## src/rtl/core/rtd_pkg.sv

```systemverilog
package rtd_pkg;

  // screen store limits
  localparam int MAX_WIDTH  = 256;
  localparam int MAX_HEIGHT = 256;
  localparam int STORE_SIZE = MAX_WIDTH * MAX_HEIGHT;
  localparam int ADDR_W     = $clog2(STORE_SIZE);
  localparam int PX_W       = $clog2(MAX_WIDTH);
  localparam int PY_W       = $clog2(MAX_HEIGHT);
  localparam int SIZE_W     = 9;

  // datapath widths
  localparam int XY_W   = 12;
  localparam int D_W    = XY_W + 1;
  localparam int Z_W    = 16;
  localparam int COL_W  = 32;
  localparam int EDGE_W = 28;
  localparam int AREA_W = 26;
  localparam int SUM_W  = AREA_W + Z_W;
  localparam int MA_W   = EDGE_W;
  localparam int MB_W   = Z_W + 1;
  localparam int MP_W   = MA_W + MB_W;

  // register indexes
  localparam logic CFG_SCREEN_WIDTH  = 1'b0;
  localparam logic CFG_SCREEN_HEIGHT = 1'b1;

  // commands
  localparam logic CMD_DRAW = 1'b0;
  localparam logic CMD_READ = 1'b1;

  // setup sequence steps of the shared multiplier
  localparam logic [3:0] SU_AREA_A = 4'd0;
  localparam logic [3:0] SU_AREA_B = 4'd1;
  localparam logic [3:0] SU_ROW    = 4'd8;

  typedef enum logic [3:0] {
    ST_CLEAR,
    ST_IDLE,
    ST_SETUP,
    ST_EVAL,
    ST_MUL,
    ST_DIVGO,
    ST_DIV,
    ST_WR,
    ST_RP_MUL,
    ST_RP_MEM,
    ST_RP_OUT
  } rtd_state_t;

endpackage

```

## src/rtl/core/rtd_div.sv

```systemverilog
module rtd_div (
  input  logic                            clk,
  input  logic                            rst_n,
  input  logic                            start,
  input  logic [rtd_pkg::SUM_W-1:0]       dividend,
  input  logic [rtd_pkg::AREA_W-1:0]      divisor,
  output logic                            done,
  output logic [rtd_pkg::Z_W-1:0]         quotient
);

  localparam int CNT_W = $clog2(rtd_pkg::Z_W);

  logic [rtd_pkg::AREA_W-1:0] rem_r;
  logic [rtd_pkg::Z_W-1:0]    low_r;
  logic [rtd_pkg::Z_W-1:0]    q_r;
  logic [CNT_W-1:0]           cnt_r;
  logic                       run_r;
  logic                       done_r;
  logic [rtd_pkg::AREA_W:0]   trial;
  logic [rtd_pkg::AREA_W:0]   diff;
  logic                       qbit;

  // one quotient bit per cycle, restoring
  always_comb begin
    trial = {rem_r, low_r[rtd_pkg::Z_W-1]};
    qbit  = (trial >= {1'b0, divisor});
    diff  = trial - {1'b0, divisor};
  end

  always_ff @(posedge clk) begin
    if (!rst_n) begin
      run_r  <= 1'b0;
      done_r <= 1'b0;
      cnt_r  <= '0;
    end else begin
      done_r <= 1'b0;
      if (start) begin
        run_r <= 1'b1;
        cnt_r <= '0;
      end else if (run_r) begin
        cnt_r <= cnt_r + 1'b1;
        if (cnt_r == CNT_W'(rtd_pkg::Z_W - 1)) begin
          run_r  <= 1'b0;
          done_r <= 1'b1;
        end
      end
    end
  end

  // quotient stays below 2^Z_W, so the upper part starts under the divisor
  always_ff @(posedge clk) begin
    if (start) begin
      rem_r <= dividend[rtd_pkg::SUM_W-1:rtd_pkg::Z_W];
      low_r <= dividend[rtd_pkg::Z_W-1:0];
      q_r   <= '0;
    end else if (run_r) begin
      rem_r <= qbit ? diff[rtd_pkg::AREA_W-1:0] : trial[rtd_pkg::AREA_W-1:0];
      low_r <= {low_r[rtd_pkg::Z_W-2:0], 1'b0};
      q_r   <= {q_r[rtd_pkg::Z_W-2:0], qbit};
    end
  end

  assign done     = done_r;
  assign quotient = q_r;

endmodule

```

## config.mk

```make
export PLATFORM = sky130hd
export DESIGN_NAME = rtd_div
export DESIGN_NICKNAME = d
export VERILOG_FILES = /design/src/rtl/core/rtd_pkg.sv /design/src/rtl/core/rtd_div.sv
export SDC_FILE = /design/constraint.sdc
export NUM_CORES = 1
export LEC_CHECK = 0
export BUFFER_PORTS_ARGS = -buffer_cell sky130_fd_sc_hd__buf_2
export CORE_ASPECT_RATIO = 0.6
export CORE_MARGIN = 5
export CORE_UTILIZATION = 35
export CTS_CLUSTER_DIAMETER = 40
export DETAILED_ROUTE_END_ITERATION = 10
export PLACE_DENSITY = 0.54
export SLEW_MARGIN = 20
export SYNTH_ARGS = -nofsm -noshare
export SYNTH_HDL_FRONTEND = slang
export SYNTH_SLANG_ARGS = --single-unit
```

## constraint.sdc

```tcl
create_clock -name clk -period 4 [get_ports clk]
set_clock_uncertainty 0.2 [all_clocks]
set_input_delay 0.2 -clock clk [delete_from_list [all_inputs] [get_ports clk]]
set_output_delay 0.2 -clock clk [all_outputs]
set_load 0.05 [all_outputs]
```

==> flow_metrics.env, run 1 <==
export IMPL_status="finished, final reports clean"
export IMPL_wirelength_mm=11.4
export IMPL_synthCells=455
export IMPL_drc=0
export IMPL_critPathLaunchType="flop"
export IMPL_n_fill_cell=1175
export IMPL_ios=88
export IMPL_fmax_mhz=276
export IMPL_cp_required_ns=3.88
export IMPL_crit_path_frequent_cell="inv_1"
export IMPL_fin_setup_tns_ns=0
export IMPL_vdd_drop_max_mv=0.226
export IMPL_synth_main_ff_cell="edfxtp_1"
export IMPL_cp_startpoint="low_r[15]"
export IMPL_drv_slew=0
export IMPL_place_gp_congestion=0.848
export IMPL_fin_cells=743
export IMPL_dp_cells=689
export IMPL_ant_nets=0
export IMPL_r2r_start="low_r[15]"
export IMPL_syn_cell_area_um2=4370
export IMPL_cts_resized=0
export IMPL_slew_headroom_pct=47.2
export IMPL_synth_warnings=0
export IMPL_period_minus_slack_ns=3.63
export IMPL_path_clk_slew_ns=0.06
export IMPL_io_buffers=87
export IMPL_worstReg2RegEnd="rem_r[22]"
export IMPL_insertion_delay_ns=0.33
export IMPL_max_stage_delay_ns=0.46
export IMPL_cp_max_fo=3
export IMPL_grt_overflow=0
export IMPL_cts_buffers=9
export IMPL_synth_common_cells="edfxtp_1 (42), nor2_1 (37), nand2_1 (35)"
export IMPL_cts_sinks=64
export IMPL_yosysTopAreaCellShare_pct=28.9
export IMPL_grt_pass1_wl_mm=18.4
export IMPL_yosysMostFrequentCell="edfxtp_1"
export IMPL_clk_path_buf_depth=2
export IMPL_area_growth_pct=28.7
export IMPL_fin_crit_sh_pct=90.7
export IMPL_synth_edff_count=42
export IMPL_design_die_area_um2=14900
export IMPL_synth_cell_types=58
export IMPL_rows=31
export IMPL_ys_ff_latch=64
export IMPL_grt_usage_pct=15.4
export IMPL_cts_tree="built"
export IMPL_synth_net_count=554
export IMPL_drive_above_1_share_pct=23.4
export IMPL_synth_area_leader_cell="edfxtp_1"
export IMPL_die_h_um=96.5
export IMPL_crit_path_end="rem_r[22]"
export IMPL_die_w_um=154
export IMPL_powerDensity_nw_per_um2=503
export IMPL_synth_area_leaders="edfxtp_1 (29%), dfxtp_1 (10%), ha_1 (7.7%)"
export IMPL_cp_top_family="compound AO/OA/AOI/OAI gates"
export IMPL_grt_pass1_vias=3669
export IMPL_hp_class="input pin to flop"
export IMPL_wl_per_cell_um=15.3
export IMPL_critPathCaptureType="flop"
export IMPL_grt_max_degree=61
export IMPL_hold_worst_slack_ns=0.00699
export IMPL_dr_pass1_iters=4
export IMPL_worstPathCellList="inv_1 -> ha_1 -> inv_1 -> fa_1 -> a211o_1 -> a2111oi_4 -> nor2_1 -> a221oi_1 -> o21ai_1 -> xnor2_1 -> nor3_1 -> a221o_1"
export IMPL_floorplan_initialDensity_pct=36.0
export IMPL_vias=3793
export IMPL_cp_arrival_ns=3.51
export IMPL_cts_root_buffer="clkbuf_16"
export IMPL_antennaDiodeCount=0
export IMPL_finalSetupViolCount=0
export IMPL_h_tree_depth=3
export IMPL_async_flop_share_pct=0
export IMPL_r2r_slack_ns=0.37
export IMPL_core_area_um2=12100
export IMPL_synth_seq_area_share_pct=39.0
export IMPL_antenna_found_initial=0
export IMPL_crit_slowest_cell="a2111oi_4"
export IMPL_detailedPlacementHpwl_mm=8.19
export IMPL_cp_num_buf_inv=2
export IMPL_max_cap_viol_count=0
export IMPL_p_leak_nw=2.43
export IMPL_nNetsFinal=672
export IMPL_rsz0062_at_grt="no"
export IMPL_hold_viol=0
export IMPL_tightest_slew_ns=0.792
export IMPL_avgSynthCellArea_um2=9.60
export IMPL_r2r_cells=12
export IMPL_cp_depth=12
export IMPL_path_class="flop to flop"
export IMPL_dr_first_iter_drc_count=236
export IMPL_vias_per_cell=5.10
[routing by layer]
metal  part of all wire [%]  track usage (%)  up-vias
li1                       -                -     1926
met1                     53             22.3     1770
met2                     40             22.8       87
met3                    5.5             4.05       10
met4                    1.0             3.82        0
met5                      0                0        -
[what timing repair did]
action	CTS	global route
hold buffers	38	0
hold endpoints to repair	38	0
setup buffers	0	0
[cells in the final DEF (no fill, tap or decap), drive strengths merged, types with 6 or more instances in the layout]
cell         count
buf             91
edfxtp          42
dlygate4sd3     38
nor2            37
nand2           36
inv             35
ha              27
a21oi           24
mux2i           22
dfxtp           22
o21ai           20
mux2            16
xor2            13
nor2b           12
xnor2           12
nor3            11
nand3b          10
o311ai          10
clkbuf           9
a21o             8
nand3            7
nor4             6
a221o            6
[registers in the layout (all words and copies together) (netlist names)]
register and count:
rem_r 26, low_r 16, quotient 16, cnt_r 4, done 1, run_r 1
[worst register-to-register path, stage by stage, from the launching register on]
cell and delay (ns):
edfxtp_1 0.36, inv_1 0.08, ha_1 0.17, inv_1 0.06
fa_1 0.42, a211o_1 0.38, a2111oi_4 0.46, nor2_1 0.15
a221oi_1 0.40, o21ai_1 0.16, xnor2_1 0.18, nor3_1 0.06
a221o_1 0.29
[area by class of cell]
class                      count  area [µm²]  share of cell area, %
clock buffer                   9         225                   4.01
clock inverter                 7        71.3                   1.27
inverter                      34         128                   2.27
multi-input combinational    335        2440                   43.4
sequential                    64        1700                   30.3
tap                          165         206                   3.67
timing repair buffer         129         848                   15.1
[logic make-up after synthesis]
logic type,count (synthesis),synth area share (%)
AO/OA/AOI/OAI,106,17.8
XOR/XNOR,25,5.01
adder cells (fa/ha/maj),28,8.19
buffers and inverters,56,5.27
flip-flops,64,39.0
multiplexers,38,9.17
AND/OR/NAND/NOR,138,15.6
[per-stage QoR]
stage | power, W | util, % | cell area (µm²) | worst slack, ns
6_report | 0.00283 | 46.3 | 5620 | 0.372
5_1_grt | 0.00302 | 46.3 | 5620 | 0.101
4_1_cts | 0.00284 | 46.3 | 5620 | 0.375
3_5_place_dp | 0.00200 | 40.7 | 4940 | 0.395
3_3_place_gp | 0.00200 | 40.7 | 4940 | 0.499
2_1_floorplan | 0.00175 | - | 4370 | 0.764
[worst min path at each step]
| stage | slack [ns] | to | cells after the start | startpoint |
|---|---|---|---|---|
| floorplan | 0.13 | run_r | 1 | rst_n |
| global placement | 0.23 | run_r | 2 | rst_n |
| detailed placement | 0.24 | run_r | 2 | rst_n |
| CTS | 0.003 | rem_r[21] | 3 | dividend[37] |
| global route | 0.02 | rem_r[22] | 2 | dividend[38] |
| finish | 0.007 | rem_r[18] | 3 | dividend[34] |
[power by group]
group          internal (W)  switching (W)
combinational      0.000497       0.000655
clock              0.000482       0.000309
sequential         0.000834      0.0000514
total               0.00181        0.00102
No activity file was read; power rests on OpenSTA's default activity.
==> run 2: changes to the inputs <==
==> constraint.sdc (replaced) <==
create_clock -name clk -period 4.67 [get_ports clk]
set_clock_uncertainty 0.2 [all_clocks]
set_input_delay 0.2335 -clock clk [delete_from_list [all_inputs] [get_ports clk]]
set_output_delay 0.2335 -clock clk [all_outputs]
set_load 0.05 [all_outputs]
==> run 2 against run 1 <==
Compared with the run above: register-to-register slack better by 0.68 ns; core utilization is 0.62 points lower; critical path depth stayed put; combinational power is 15% lower; clock-buffer cell count is 1 higher; largest power group unchanged.
==> flow_metrics.env, run 2 (synthesis gave the netlist of run 1 again) <==
export IMPL_rsz0062_at_grt="no"
export IMPL_p_sw_share_pct=36.7
export IMPL_nNetsFinal=666
export IMPL_dr_first_iter_drc_count=268
export IMPL_ios=88
export IMPL_h_tree_depth=3
export IMPL_fin_crit_sh_pct=77.6
export IMPL_period_minus_slack_ns=3.62
export IMPL_ff_latch_area_um2=1700
export IMPL_path_clk_slew_ns=0.06
export IMPL_core_area_um2=12100
export IMPL_dr_pass1_iters=5
export IMPL_worstPathCellList="inv_1 -> ha_1 -> inv_1 -> fa_1 -> a211o_1 -> a2111oi_4 -> nor2_1 -> a221oi_1 -> o21ai_1 -> xnor2_1 -> nor3_1 -> a221o_1"
export IMPL_die_h_um=96.5
export IMPL_drive_above_1_share_pct=23.8
export IMPL_p_leak_nw=2.40
export IMPL_cp_num_buf_inv=2
export IMPL_layout_common_cells="buf_2 (86), edfxtp_1 (42), nor2_1 (37)"
export IMPL_total_power_w=0.00239
export IMPL_cp_top_family="compound AO/OA/AOI/OAI gates"
export IMPL_cell_internal_pwr_w=0.00151
export IMPL_cp_arrival_ns=3.51
export IMPL_ant_nets=0
export IMPL_wirelength_mm=11.2
export IMPL_status="finished, final reports clean"
export IMPL_powerDensity_nw_per_um2=430
export IMPL_cp_max_fo=3
export IMPL_insertion_delay_ns=0.34
export IMPL_seqPwrFrac_pct=31.9
export IMPL_final_area_um2=5550
export IMPL_top_register="rem_r"
export IMPL_grt_max_degree=57
export IMPL_tightest_slew_ns=0.636
export IMPL_fin_setup_tns_ns=0
export IMPL_largest_reg_flops=26
export IMPL_rows=31
export IMPL_vdd_drop_max_mv=0.179
export IMPL_design_die_area_um2=14900
export IMPL_vias_per_cell=5.09
export IMPL_antennaDiodeCount=0
export IMPL_n_fill_cell=1176
export IMPL_cts_buffers=9
export IMPL_critPathCaptureType="flop"
export IMPL_grt_pass1_wl_mm=18.3
export IMPL_grt_usage_pct=15.4
export IMPL_cts_tree="built"
export IMPL_grt_pass1_vias=3632
export IMPL_layout_commonest_cell="buf_2"
export IMPL_max_stage_delay_ns=0.48
export IMPL_hold_worst_slack_ns=0.00227
export IMPL_dpl_cell_area_um2=4940
export IMPL_path_class="flop to flop"
export IMPL_drc=0
export IMPL_finalSetupViolCount=0
export IMPL_floorplan_initialDensity_pct=36.0
export IMPL_crit_path_frequent_cell="inv_1"
export IMPL_vias=3754
export IMPL_fmax_mhz=276
export IMPL_dp_cells=689
export IMPL_io_buffers=87
export IMPL_grt_overflow=0
export IMPL_crit_slowest_cell="a2111oi_4"
export IMPL_fin_cells=737
export IMPL_drv_slew=0
export IMPL_multi_input_area_um2=2440
export IMPL_die_w_um=154
export IMPL_place_gp_congestion=0.817
export IMPL_hp_class="input pin to flop"
export IMPL_critPathLaunchType="flop"
export IMPL_p_switching_w=0.000876
export IMPL_comb_power_share_pct=41.0
export IMPL_slew_headroom_pct=57.6
export IMPL_area_growth_pct=27.0
export IMPL_antenna_found_initial=0
export IMPL_max_cap_viol_count=0
export IMPL_clock_power_share_pct=27.1
export IMPL_clk_path_buf_depth=2
export IMPL_hold_viol=0
export IMPL_cts_resized=0
export IMPL_cts_sinks=64
export IMPL_cp_required_ns=4.56
export IMPL_detailedPlacementHpwl_mm=8.00
export IMPL_wl_per_cell_um=15.2
export IMPL_cts_root_buffer="clkbuf_16"
==> run 2: cell count changes in the layout (fill, tap and decap cells not counted) <==
| cell | before | now |
|---|---|---|
| inv_6 | 1 | 2 |
| clkinv_1 | 1 | 0 |
| bufinv_16 | 1 | 0 |
| dlygate4sd3_1 | 38 | 32 |
| clkinv_2 | 1 | 2 |
| clkbuf_8 | 0 | 1 |
| clkinv_4 | 1 | 0 |
==> run 2: layout make-up <==
type                       instances  area share, %
clock inverter                     6          0.767
sequential                        64           30.7
timing repair buffer             123           14.2
clock buffer                      10           4.31
multi-input combinational        335           44.0
tap                              165           3.72
inverter                          34           2.30
==> run 2: timing repair <==
action	in CTS	in global routing
setup buffers	0	0
hold endpoints to repair	31	1
hold buffers	31	1
==> run 2: final timing paths <==
path                 from        end  slack (ns)  depth (start not counted)
max             low_r[15]  rem_r[22]        1.05                         12
min          dividend[20]   rem_r[4]       0.002                          3
max reg2reg     low_r[15]  rem_r[22]        1.05                         12
min reg2reg      cnt_r[3]       done        0.27                          2
==> run 2: metal layers <==
metal	wire length [µm]	vias to the layer above	track usage, %
li1	-	1905	-
met1	5900	1725	22.5
met2	4460	112	21.9
met3	711	12	4.76
met4	136	0	3.97
met5	0	-	0
==> run 2: tightest hold or removal path, stage by stage <==
cell and delay [ns]:
buf_2 0.08, nand2_1 0.05, o311ai_1 0.06
==> run 2: power groups by stage <==
| stage | clock network, W | registers [W] | logic (W) |
|---|---|---|---|
| 6_report | 0.000647 | 0.000761 | 0.000979 |
| 5_1_grt | 0.000688 | 0.000769 | 0.00109 |
| 4_1_cts | 0.000661 | 0.000761 | 0.000971 |
| 3_5_place_dp | 0 | 0.000771 | 0.000944 |
| 3_3_place_gp | 0 | 0.000768 | 0.000944 |
| 2_1_floorplan | 0 | 0.000759 | 0.000744 |
==> run 2: per-stage QoR <==
stage,utilization [%],worst slack [ns]
final,45.7,1.05
after global routing,45.7,0.794
after CTS,45.6,1.09
after detailed placement,40.7,1.09
after global placement,40.7,1.19
after floorplan,-,1.43
==> run 3: changes to the inputs <==
==> constraint.sdc (replaced) <==
create_clock -name clk -period 3.6 [get_ports clk]
set_clock_uncertainty 0.2 [all_clocks]
set_input_delay 0.18 -clock clk [delete_from_list [all_inputs] [get_ports clk]]
set_output_delay 0.18 -clock clk [all_outputs]
set_load 0.05 [all_outputs]
==> run 3 against run 2 <==
Compared with the run above: die area is the same; combinational power is 39% higher; hold slack better by 0.029 ns; first-iteration DRC count is 44% higher; critical endpoint is now rem_r[3]; critical path depth decreased by 2; flip-flop and latch count unchanged; setup slack got worse by 0.83 ns.
==> flow_metrics.env, run 3 (synthesis gave the netlist of run 1 again) <==
export IMPL_hold_worst_slack_ns=0.0315
export IMPL_fin_cells=750
export IMPL_slew_headroom_pct=56.5
export IMPL_powerDensity_nw_per_um2=569
export IMPL_grt_overflow=0
export IMPL_vias_per_cell=5.13
export IMPL_wirelength_mm=11.7
export IMPL_vdd_drop_max_mv=0.228
export IMPL_clk_path_buf_depth=2
export IMPL_wl_per_cell_um=15.6
export IMPL_insertion_delay_ns=0.33
export IMPL_layout_common_cells="buf_2 (86), edfxtp_1 (42), dlygate4sd3_1 (41)"
export IMPL_drv_slew=0
export IMPL_rsz0062_at_grt="no"
export IMPL_tightest_slew_ns=0.653
export IMPL_path_clk_slew_ns=0.06
export IMPL_cp_required_ns=3.60
export IMPL_hp_class="input pin to flop"
export IMPL_h_tree_depth=3
export IMPL_area_growth_pct=31.5
export IMPL_grt_pass1_vias=3690
export IMPL_cts_root_buffer="clkbuf_16"
export IMPL_period_minus_slack_ns=3.38
export IMPL_grt_pass1_wl_mm=18.6
export IMPL_dr_first_iter_drc_count=385
export IMPL_core_area_um2=12100
export IMPL_total_power_w=0.00327
export IMPL_grt_max_degree=48
export IMPL_path_class="flop to flop"
export IMPL_ant_nets=0
export IMPL_finalSetupViolCount=0
export IMPL_max_cap_viol_count=0
export IMPL_ff_latch_area_um2=1700
export IMPL_cp_arrival_ns=3.38
export IMPL_critPathLaunchType="flop"
export IMPL_design_die_area_um2=14900
export IMPL_cts_tree="built"
export IMPL_rows=31
export IMPL_nNetsFinal=679
export IMPL_drive_above_1_share_pct=24.1
export IMPL_floorplan_initialDensity_pct=36.0
export IMPL_cts_sinks=64
export IMPL_ios=88
export IMPL_fmax_mhz=296
export IMPL_largest_reg_flops=26
export IMPL_n_fill_cell=1155
export IMPL_multi_input_area_um2=2460
export IMPL_final_util_pct=47.3
export IMPL_detailedPlacementHpwl_mm=8.35
export IMPL_grt_usage_pct=15.7
export IMPL_drc=0
export IMPL_die_h_um=96.5
export IMPL_place_gp_congestion=0.808
export IMPL_dp_cells=693
export IMPL_die_w_um=154
export IMPL_fin_setup_tns_ns=0
export IMPL_io_buffers=87
export IMPL_antenna_found_initial=0
export IMPL_p_leak_nw=2.49
export IMPL_status="finished, final reports clean"
export IMPL_cp_max_fo=16
export IMPL_critPathCaptureType="flop"
export IMPL_fin_crit_sh_pct=93.9
export IMPL_vias=3847
export IMPL_antennaDiodeCount=0
export IMPL_hold_viol=0
export IMPL_top_register="rem_r"
export IMPL_layout_commonest_cell="buf_2"
export IMPL_dr_pass1_iters=5
export IMPL_cts_buffers=9
==> run 3: changes by cell type in the layout (fill, tap and decap cells not counted), moves of 2 or more <==
cell | previous run | this run
clkinv_2 | 2 | 0
clkinvlp_4 | 2 | 0
inv_6 | 2 | 0
buf_12 | 0 | 2
dlygate4sd3_1 | 32 | 41
buf_4 | 5 | 7
==> run 3: layout make-up <==
cell class | instances | share of cell area, %
multi-input cells | 335 | 42.8
flip-flops and latches | 64 | 29.6
repair buffers | 136 | 16.2
clock buffers | 12 | 4.66
well taps | 165 | 3.59
inverters | 34 | 2.22
clock inverters | 4 | 0.849
==> run 3: metrics by stage <==
step	setup WS, ns	instance area, µm²
after detailed placement	0.131	5000
after floorplan	0.364	4370
final	0.221	5740
after global routing	0.00351	5740
after CTS	0.0978	5720
after global placement	0.174	5000
==> run 3: critical path, stage by stage, from the launching register on <==
cell       delay (ns)
edfxtp_1         0.39
ha_1             0.45
nand4_1          0.25
nor4_2           0.39
nand3_1          0.21
nor4_1           0.21
a31oi_1          0.09
and3_2           0.30
buf_12           0.16
a2111oi_0        0.40
a221o_1          0.18
==> run 3: final timing paths <==
path,start,end,slack (ns),cells past startpoint
min,dividend[24],rem_r[8],0.03,3
min reg2reg,cnt_r[3],done,0.28,2
max reg2reg,rem_r[11],rem_r[3],0.22,10
max,rem_r[11],rem_r[3],0.22,10
==> run 3: timing repair <==
action	CTS	global route
setup endpoints to repair	0	4
buffers inserted	0	0
resized for setup	0	3
hold buffers	41	0
hold endpoints to repair	41	0
==> run 3: power breakdown <==
part           internal (W)  switching [W]  leakage (nW)  total, W
combinational      0.000595       0.000760          1.73   0.00136
sequential         0.000927      0.0000577         0.605  0.000985
clock              0.000597       0.000334         0.156  0.000930
total               0.00212        0.00115          2.49   0.00327
==> run 3: per-layer routing <==
layer / share of wire (%) / vias to the layer above / global-route usage [%]
met3: 7.1 / 11 / 4.09
met1: 51 / 1788 / 23.2
met2: 41 / 126 / 22.6
met4: 0.89 / 0 / 3.75
li1: - / 1922 / -
met5: 0 / - / 0
